[src/hdl/jc_pkg.sv]
// shared constants and types for the jet colormap block
`default_nettype none

package jc_pkg;

    // default widths of the value path
    localparam int VALUE_WIDTH_DEF = 32;
    localparam int FRAC_BITS_DEF   = 16;

    // configuration register map
    localparam int CFG_INDEX_WIDTH = 2;
    localparam logic [CFG_INDEX_WIDTH-1:0] REG_LOW_LIMIT  = 2'd0;
    localparam logic [CFG_INDEX_WIDTH-1:0] REG_HIGH_LIMIT = 2'd1;

    // jet curve centers in units of c/4: red 3, green 2, blue 1
    localparam int CENTER_RED   = 3;
    localparam int CENTER_GREEN = 2;
    localparam int CENTER_BLUE  = 1;

    // control that rides along with each item through the pipeline
    typedef struct packed {
        logic valid;
        logic is_equal;
        logic is_reversed;
    } ctl_t;

endpackage

`default_nettype wire

[src/hdl/jc_div_cell.sv]
// one restoring division step of the fraction divider chain
`default_nettype none

module jc_div_cell #(
    parameter int VALUE_WIDTH = jc_pkg::VALUE_WIDTH_DEF,
    parameter int FRAC_BITS   = jc_pkg::FRAC_BITS_DEF,
    parameter bit FIRST       = 1'b0
) (
    input  wire logic                   clk,
    input  wire logic                   rst_n,
    input  wire logic                   adv,
    input  wire jc_pkg::ctl_t           ctl_in,
    input  wire logic [VALUE_WIDTH-1:0] rem_in,
    input  wire logic [FRAC_BITS:0]     q_in,
    input  wire logic [VALUE_WIDTH-1:0] den_in,
    output jc_pkg::ctl_t                ctl_out,
    output logic [VALUE_WIDTH-1:0]      rem_out,
    output logic [FRAC_BITS:0]          q_out,
    output logic [VALUE_WIDTH-1:0]      den_out
);

    jc_pkg::ctl_t             ctl_reg;
    logic [VALUE_WIDTH-1:0]   rem_reg;
    logic [VALUE_WIDTH-1:0]   rem_next;
    logic [FRAC_BITS:0]       q_reg;
    logic [FRAC_BITS:0]       q_next;
    logic [VALUE_WIDTH-1:0]   den_reg;
    logic [VALUE_WIDTH:0]     trial;
    logic [VALUE_WIDTH:0]     diff;
    logic                     ge;

    // trial subtract of the divisor from the shifted remainder
    always_comb
    begin
        trial    = FIRST ? {1'b0, rem_in} : {rem_in, 1'b0};
        diff     = trial - {1'b0, den_in};
        ge       = (trial >= {1'b0, den_in});
        rem_next = ge ? diff[VALUE_WIDTH-1:0] : trial[VALUE_WIDTH-1:0];
        q_next   = {q_in[FRAC_BITS-1:0], ge};
    end

    // control register
    always_ff @(posedge clk or negedge rst_n)
    begin
        if (!rst_n)
        begin
            ctl_reg <= '0;
        end
        else if (adv)
        begin
            ctl_reg <= ctl_in;
        end
    end

    // payload registers
    always_ff @(posedge clk)
    begin
        if (adv)
        begin
            rem_reg <= rem_next;
            q_reg   <= q_next;
            den_reg <= den_in;
        end
    end

    assign ctl_out = ctl_reg;
    assign rem_out = rem_reg;
    assign q_out   = q_reg;
    assign den_out = den_reg;

endmodule

`default_nettype wire

[src/hdl/jc_channel.sv]
// one jet color channel: 1.5 - |4c - center|, clamped and scaled to 0..255
`default_nettype none

module jc_channel #(
    parameter int FRAC_BITS = jc_pkg::FRAC_BITS_DEF,
    parameter int CENTER    = jc_pkg::CENTER_GREEN
) (
    input  wire logic [FRAC_BITS:0] frac,
    output logic [7:0]              level
);

    localparam int TW = FRAC_BITS + 4;
    localparam logic [TW-1:0] CENTER_FX  = TW'(CENTER) << FRAC_BITS;
    localparam logic [TW-1:0] THREE_HALF = TW'(3) << (FRAC_BITS - 1);
    localparam logic [TW-1:0] ONE_FX     = TW'(1) << FRAC_BITS;

    logic [TW-1:0]          c4;
    logic signed [TW-1:0]   t;
    logic [TW-1:0]          mag;
    logic signed [TW-1:0]   val;
    logic [FRAC_BITS:0]     sat;
    logic [FRAC_BITS+8:0]   prod;

    // tent shape, clamp to [0, 1], times 255 and truncate
    always_comb
    begin
        c4  = {1'b0, frac, 2'b00};
        t   = signed'(c4 - CENTER_FX);
        mag = t[TW-1] ? ('0 - unsigned'(t)) : unsigned'(t);
        val = signed'(THREE_HALF - mag);
        if (val[TW-1])
        begin
            sat = '0;
        end
        else if (unsigned'(val) > ONE_FX)
        begin
            sat = ONE_FX[FRAC_BITS:0];
        end
        else
        begin
            sat = val[FRAC_BITS:0];
        end
        prod  = {sat, 8'h00} - {8'h00, sat};
        level = prod[FRAC_BITS+7:FRAC_BITS];
    end

endmodule

`default_nettype wire

[src/hdl/jet_colormap.sv]
// jet colormap top level: clamp, normalize through a divider chain, color channels
// path: clamp register, difference register, divider cells, output register
// throughput: one item per cycle; the restoring divider is a chain of FRAC_BITS + 1
// cells, one quotient bit per cell, each cell taking a new item every cycle
// the whole pipeline holds while a finished result is stalled at the output
// reset: asynchronous active low; low_limit = 0, high_limit = 1.0, pipeline empty
`default_nettype none

module jet_colormap #(
    parameter int VALUE_WIDTH = jc_pkg::VALUE_WIDTH_DEF,
    parameter int FRAC_BITS   = jc_pkg::FRAC_BITS_DEF
) (
    input  wire logic                               clk,
    input  wire logic                               rst_n,
    input  wire logic                               in_valid,
    output logic                                    in_stall,
    input  wire logic signed [VALUE_WIDTH-1:0]      sample_value,
    output logic                                    out_valid,
    input  wire logic                               out_stall,
    output logic [7:0]                              red,
    output logic [7:0]                              green,
    output logic [7:0]                              blue,
    input  wire logic                               cfg_valid,
    output logic                                    cfg_ready,
    input  wire logic [jc_pkg::CFG_INDEX_WIDTH-1:0] cfg_index,
    input  wire logic [VALUE_WIDTH-1:0]             cfg_data
);

    localparam int NCELL = FRAC_BITS + 1;
    localparam logic [VALUE_WIDTH-1:0] HIGH_RESET = VALUE_WIDTH'(1) << FRAC_BITS;
    localparam logic [FRAC_BITS:0]     ONE_FRAC   = (FRAC_BITS+1)'(1) << FRAC_BITS;

    logic signed [VALUE_WIDTH-1:0] low_limit_reg;
    logic signed [VALUE_WIDTH-1:0] high_limit_reg;
    logic                          adv;

    // clamp stage
    logic                          clamp_valid_reg;
    logic signed [VALUE_WIDTH-1:0] clamp_reg;
    logic signed [VALUE_WIDTH-1:0] clamp_next;

    // difference stage
    jc_pkg::ctl_t                  diff_ctl_reg;
    jc_pkg::ctl_t                  diff_ctl_next;
    logic [VALUE_WIDTH-1:0]        num_reg;
    logic [VALUE_WIDTH-1:0]        num_next;
    logic [VALUE_WIDTH-1:0]        den_reg;
    logic [VALUE_WIDTH:0]          span;

    // divider chain taps
    jc_pkg::ctl_t                  ctl_chain [0:NCELL];
    logic [VALUE_WIDTH-1:0]        rem_chain [0:NCELL];
    logic [FRAC_BITS:0]            q_chain   [0:NCELL];
    logic [VALUE_WIDTH-1:0]        den_chain [0:NCELL];

    // channel stage
    logic [FRAC_BITS:0]            frac;
    logic [7:0]                    red_lvl;
    logic [7:0]                    green_lvl;
    logic [7:0]                    blue_lvl;
    logic                          out_valid_reg;
    logic [7:0]                    red_reg;
    logic [7:0]                    green_reg;
    logic [7:0]                    blue_reg;
    logic [7:0]                    red_next;
    logic [7:0]                    green_next;
    logic [7:0]                    blue_next;

    // pipeline moves unless a finished item is held at the output
    assign adv      = !(out_valid_reg && out_stall);
    assign in_stall = !adv;

    // configuration registers
    assign cfg_ready = 1'b1;

    always_ff @(posedge clk or negedge rst_n)
    begin
        if (!rst_n)
        begin
            low_limit_reg  <= '0;
            high_limit_reg <= HIGH_RESET;
        end
        else if (cfg_valid && cfg_ready)
        begin
            if (cfg_index == jc_pkg::REG_LOW_LIMIT)
            begin
                low_limit_reg <= cfg_data;
            end
            else if (cfg_index == jc_pkg::REG_HIGH_LIMIT)
            begin
                high_limit_reg <= cfg_data;
            end
        end
    end

    // clamp to low limit, then to high limit
    always_comb
    begin
        clamp_next = (sample_value < low_limit_reg) ? low_limit_reg : sample_value;
        if (clamp_next > high_limit_reg)
        begin
            clamp_next = high_limit_reg;
        end
    end

    always_ff @(posedge clk or negedge rst_n)
    begin
        if (!rst_n)
        begin
            clamp_valid_reg <= 1'b0;
        end
        else if (adv)
        begin
            clamp_valid_reg <= in_valid;
        end
    end

    always_ff @(posedge clk)
    begin
        if (adv)
        begin
            clamp_reg <= clamp_next;
        end
    end

    // numerator, span and the special cases
    always_comb
    begin
        span     = {high_limit_reg[VALUE_WIDTH-1], high_limit_reg}
                 - {low_limit_reg[VALUE_WIDTH-1], low_limit_reg};
        num_next = VALUE_WIDTH'(clamp_reg - low_limit_reg);
        diff_ctl_next.valid       = clamp_valid_reg;
        diff_ctl_next.is_equal    = (span == '0);
        diff_ctl_next.is_reversed = span[VALUE_WIDTH];
    end

    always_ff @(posedge clk or negedge rst_n)
    begin
        if (!rst_n)
        begin
            diff_ctl_reg <= '0;
        end
        else if (adv)
        begin
            diff_ctl_reg <= diff_ctl_next;
        end
    end

    always_ff @(posedge clk)
    begin
        if (adv)
        begin
            num_reg <= num_next;
            den_reg <= span[VALUE_WIDTH-1:0];
        end
    end

    // divider chain: one quotient bit per cell
    assign ctl_chain[0] = diff_ctl_reg;
    assign rem_chain[0] = num_reg;
    assign q_chain[0]   = '0;
    assign den_chain[0] = den_reg;

    for (genvar i = 0; i < NCELL; i++)
    begin : g_cell
        jc_div_cell #(
            .VALUE_WIDTH (VALUE_WIDTH),
            .FRAC_BITS   (FRAC_BITS),
            .FIRST       (i == 0)
        ) u_cell (
            .clk     (clk),
            .rst_n   (rst_n),
            .adv     (adv),
            .ctl_in  (ctl_chain[i]),
            .rem_in  (rem_chain[i]),
            .q_in    (q_chain[i]),
            .den_in  (den_chain[i]),
            .ctl_out (ctl_chain[i+1]),
            .rem_out (rem_chain[i+1]),
            .q_out   (q_chain[i+1]),
            .den_out (den_chain[i+1])
        );
    end

    // fraction, forced to one for reversed limits
    assign frac = ctl_chain[NCELL].is_reversed ? ONE_FRAC : q_chain[NCELL];

    jc_channel #(.FRAC_BITS(FRAC_BITS), .CENTER(jc_pkg::CENTER_RED)) u_red (
        .frac  (frac),
        .level (red_lvl)
    );

    jc_channel #(.FRAC_BITS(FRAC_BITS), .CENTER(jc_pkg::CENTER_GREEN)) u_green (
        .frac  (frac),
        .level (green_lvl)
    );

    jc_channel #(.FRAC_BITS(FRAC_BITS), .CENTER(jc_pkg::CENTER_BLUE)) u_blue (
        .frac  (frac),
        .level (blue_lvl)
    );

    // equal limits give white
    always_comb
    begin
        red_next   = ctl_chain[NCELL].is_equal ? 8'hFF : red_lvl;
        green_next = ctl_chain[NCELL].is_equal ? 8'hFF : green_lvl;
        blue_next  = ctl_chain[NCELL].is_equal ? 8'hFF : blue_lvl;
    end

    // output register
    always_ff @(posedge clk or negedge rst_n)
    begin
        if (!rst_n)
        begin
            out_valid_reg <= 1'b0;
        end
        else if (adv)
        begin
            out_valid_reg <= ctl_chain[NCELL].valid;
        end
    end

    always_ff @(posedge clk)
    begin
        if (adv)
        begin
            red_reg   <= red_next;
            green_reg <= green_next;
            blue_reg  <= blue_next;
        end
    end

    assign out_valid = out_valid_reg;
    assign red       = red_reg;
    assign green     = green_reg;
    assign blue      = blue_reg;

    // equal and reversed limits never both flagged on one item
    assert property (@(posedge clk) disable iff (!rst_n)
        ctl_chain[NCELL].valid |-> !(ctl_chain[NCELL].is_equal && ctl_chain[NCELL].is_reversed))
    else $error("equal and reversed flags both set");

    // quotient never exceeds one for an ordinary span
    assert property (@(posedge clk) disable iff (!rst_n)
        (ctl_chain[NCELL].valid && !ctl_chain[NCELL].is_equal && !ctl_chain[NCELL].is_reversed
         && q_chain[NCELL][FRAC_BITS]) |-> (q_chain[NCELL][FRAC_BITS-1:0] == '0))
    else $error("fraction above one");

    // a new result only comes from an item at the end of the chain
    assert property (@(posedge clk) disable iff (!rst_n)
        $rose(out_valid_reg) |-> $past(ctl_chain[NCELL].valid))
    else $error("result without item");

endmodule

`default_nettype wire

[config.mk]
export PLATFORM = sky130hd
export DESIGN_NAME = jet_colormap
export DESIGN_NICKNAME = d
export VERILOG_FILES = /design/src/hdl/jc_pkg.sv /design/src/hdl/jc_div_cell.sv /design/src/hdl/jc_channel.sv /design/src/hdl/jet_colormap.sv
export SDC_FILE = /design/constraint.sdc
export NUM_CORES = 2
export LEC_CHECK = 0
export BUFFER_PORTS_ARGS = -buffer_cell sky130_fd_sc_hd__buf_2
export CAP_MARGIN = 30
export CORE_MARGIN = 4
export CORE_UTILIZATION = 65
export CTS_BUF_LIST = sky130_fd_sc_hd__clkbuf_4
export CTS_CLUSTER_SIZE = 25
export DETAILED_ROUTE_END_ITERATION = 10
export PLACE_DENSITY = 0.82
export SLEW_MARGIN = 30
export SYNTH_ARGS = -nofsm -noshare
export SYNTH_HDL_FRONTEND = slang
export SYNTH_SLANG_ARGS = --single-unit
[constraint.sdc]
create_clock -name clk -period 57.3 [get_ports clk]
set_clock_uncertainty 0.2 [all_clocks]
set_input_delay 2.865 -clock clk [delete_from_list [all_inputs] [get_ports clk]]
set_output_delay 2.865 -clock clk [all_outputs]
set_load 0.01 [all_outputs]
==> results_dict.tcl <==
set metrics [dict create \
    timing.hold.ws_ps 134.4 \
    area_growth_pct 8.299 \
    gr-usage-all-layers_pct 28.39 \
    netlist.area_leader.share_pct 46.23 \
    postSynthAreaPerCell_um2 10.66 \
    maxSlewHeadroom_pct 27.18 \
    initial_core_util_pct 65.73 \
    fin_util_pct 71.18 \
    multiInputGateArea_mm2 0.03864 \
    seq_area_mm2 0.04195 \
    synth_area_mm2 0.08425 \
    dp.final_hpwl_mm 144.4 \
    postCtsSetupBuffers 0 \
    finalCriticalPeriod_ps 8456 \
    violations "design-rule violations" \
    synth_cells 7902 \
    clk_path_buf_depth 4 \
    routed-via-count 61540 \
    path_common_cell "nand2b_1" \
    yosysWarnings 0 \
    via_per_inst 6.014 \
    period_share_pct 14.76 \
    synth_cell_types 101 \
    ios 98 \
    clock_latency_ps 1310 \
    dr.pass1.iters 11 \
    ant_nets 0 \
    cp_slowest_cell "ha_1" \
    grt_pass1_vias 60870 \
    rsz0062_at_grt "false" \
    grt_pass1_wl_mm 311.7 \
    cts_resized 0 \
    cts_root_buf "clkbuf_4" \
    crit_arrival_ps 9320 \
    io_buffer_count 96 \
    highest_layer "met5" \
    die-area_mm2 0.1354 \
    syn_nets 8683 \
    cp.required_ps 58160 \
    finalMaxSlewViolations 0 \
    place.gp.congestion 0.9870 \
    yosysTopAreaCell "edfxtp_1" \
    ctsHoldBuffers 0 \
    worst_pin_slew_ps 1082 \
    grt_overflow_total 0 \
    drc 2 \
    cts_tree "yes" \
    final-hold-violation-count 0 \
    final_net_count 9018 \
    yosysMostFrequentCell "edfxtp_1" \
    cp_max_fo 63 \
    yosys-top-cells-count "edfxtp_1, inv_1, ha_1" \
    status "finished, violations left" \
    cts.sinks 1417 \
    async_flop_share_pct 8.469 \
    fp.dieH_um 368.0 \
    worstSetupPathType "reg2reg" \
    synth_top_flop_cell "edfxtp_1" \
    max_freq_mhz 118.3 \
    ys_seq_area_share_pct 49.80 \
    fp.coreArea_mm2 0.1282 \
    nFillCells 9229 \
    fin_tns_setup_ps 0 \
    muxShareOfSynthArea_pct 3.389 \
    grt_max_degree 192 \
    critPathLaunchType "flop" \
    path_cells "buf_4 > nor2b_1 > inv_1 > ha_1 > inv_1 > o2bb2ai_1 > a2bb2oi_1 > o2111ai_1 > nor4_1 > xnor2_1 > a41oi_1 > nand2b_1 > nand2b_1 > ha_1 > o21ai_0 > nand2b_1 > a21oi_1 > nor2b_1 > a31oi_1 > o211ai_1 > o211ai_1 > o21a_1 > mux2_1" \
    drive_above_1_share_pct 12.10 \
    initialDrtViolationCount 5280 \
    yosys.area_share.simple_pct 11.55 \
    hold_path_startpoint "g_cell[14].u_cell.q_out[13]" \
    numCtsBuffers 372 \
    drt_wl_total_mm 194.9 \
    synth_top_family_by_area "compound AO/OA/AOI/OAI gates" \
    die_w_um 368.0 \
    synthAdderAreaFrac_pct 10.71 \
    synth-seq-cells 1417 \
    htreeDepth 5 \
    antenna_found_initial 8 \
    synth_edf_count 1297 \
    cp_slowest_stage_delay_ps 860 \
    synth-compound-area-share_pct 14.67 \
    startpoint "g_cell[16].u_cell.ctl_out[0]" \
    max_cap_viol_count 0 \
    avgRoutedWirePerCell_um 19.04 \
    synth-xor-area-share_pct 5.344 \
    rows 131 \
    route.met3.wl_mm 12.26 \
    synth.area.top_cells "edfxtp_1, ha_1, inv_1" \
    met2WireLength_mm 94.37 \
    hold_class "reg2reg" \
    r2r-start "g_cell[16].u_cell.ctl_out[0]" \
    setup_violations 0 \
    clk_pin_slew_worst_paths_ps 80 \
    end_kind "flop" \
    wl_met1_mm 80.92 \
]
[layer usage]
layer | vias up | track usage (%)
met5 | - | 0
met4 | 2 | 11.76
met3 | 504 | 4.963
met2 | 2220 | 47.94
met1 | 29240 | 36.40
li1 | 29580 | -
[metrics by stage]
| stage | cell area [µm²] | cells | setup WS (ps) |
|---|---|---|---|
| 3_3_place_gp | 86670 | 9590 | 47670 |
| 3_5_place_dp | 86690 | 9590 | 47940 |
| 2_1_floorplan | 84250 | 7902 | 5985 |
| 6_report | 91240 | 10230 | 48840 |
| 5_1_grt | 91240 | 10230 | 48210 |
| 4_1_cts | 91130 | 10230 | 49010 |
[final timing paths]
check / cells after the start / endpoint / slack (ps)
max in group asynchronous: 2 / high_limit_reg[7] / 54360
worst min register to register: 0 / g_cell[15].u_cell.q_out[14] / 130
worst max register to register: 23 / green[3] / 48840
worst min-delay path: 0 / g_cell[15].u_cell.q_out[14] / 130
min in group asynchronous: 1 / g_cell[16].u_cell.ctl_out[2] / 1420
worst max-delay path: 23 / green[3] / 48840
[layout by cell type (no fill, tap or decap), types with 34 or more instances in the layout]
cell,instances
or3_1,54
a21o_1,234
mux2_2,233
nor2_1,468
buf_2,95
o31ai_1,63
xor2_1,192
o21ai_0,573
xnor2_1,322
and3_1,54
a21boi_0,50
nand2_1,621
nand2b_1,121
and2_1,37
dfrtp_1,119
a21oi_1,523
nand4_1,80
a211oi_1,38
a31oi_1,104
inv_1,836
clkbuf_4,526
nor3_1,122
ha_1,692
nor2b_1,115
edfxtp_1,1297
o21a_1,79
or2_2,35
o21bai_1,62
clkinv_1,79
nand3_1,163
buf_4,34
[cell type report]
type | instances | area share, %
flip-flops and latches | 1417 | 45.98
multi-input cells | 5472 | 42.35
clock buffers | 526 | 4.328
inverters | 837 | 3.443
well taps | 1729 | 2.371
repair buffers | 137 | 0.9641
clock inverters | 109 | 0.5417
diodes | 6 | 0.01646
[critical path: cells and delay by family (launching register included)]
| family | cells | cell delay, ps |
|---|---|---|
| adders and majority gates | 2 | 1160 |
| AOI/OAI and AO/OA | 10 | 2920 |
| xor gates and xnor gates | 1 | 210 |
| buffers and inverters | 3 | 1260 |
| muxes | 1 | 330 |
| DFF | 1 | 320 |
| and+or+nand+nor | 6 | 1790 |
[cell families after synthesis]
family,Yosys count
flip-flops,1417
adder cells (fa/ha/maj),710
multiplexers,256
AND/OR/NAND/NOR,2007
XOR/XNOR,514
other,1
buffers and inverters,1013
AO/OA/AOI/OAI,1984
Power is left out: the tool's default activity adds up to more than one toggle a clock period on the data nets, which glitch-free logic cannot reach.
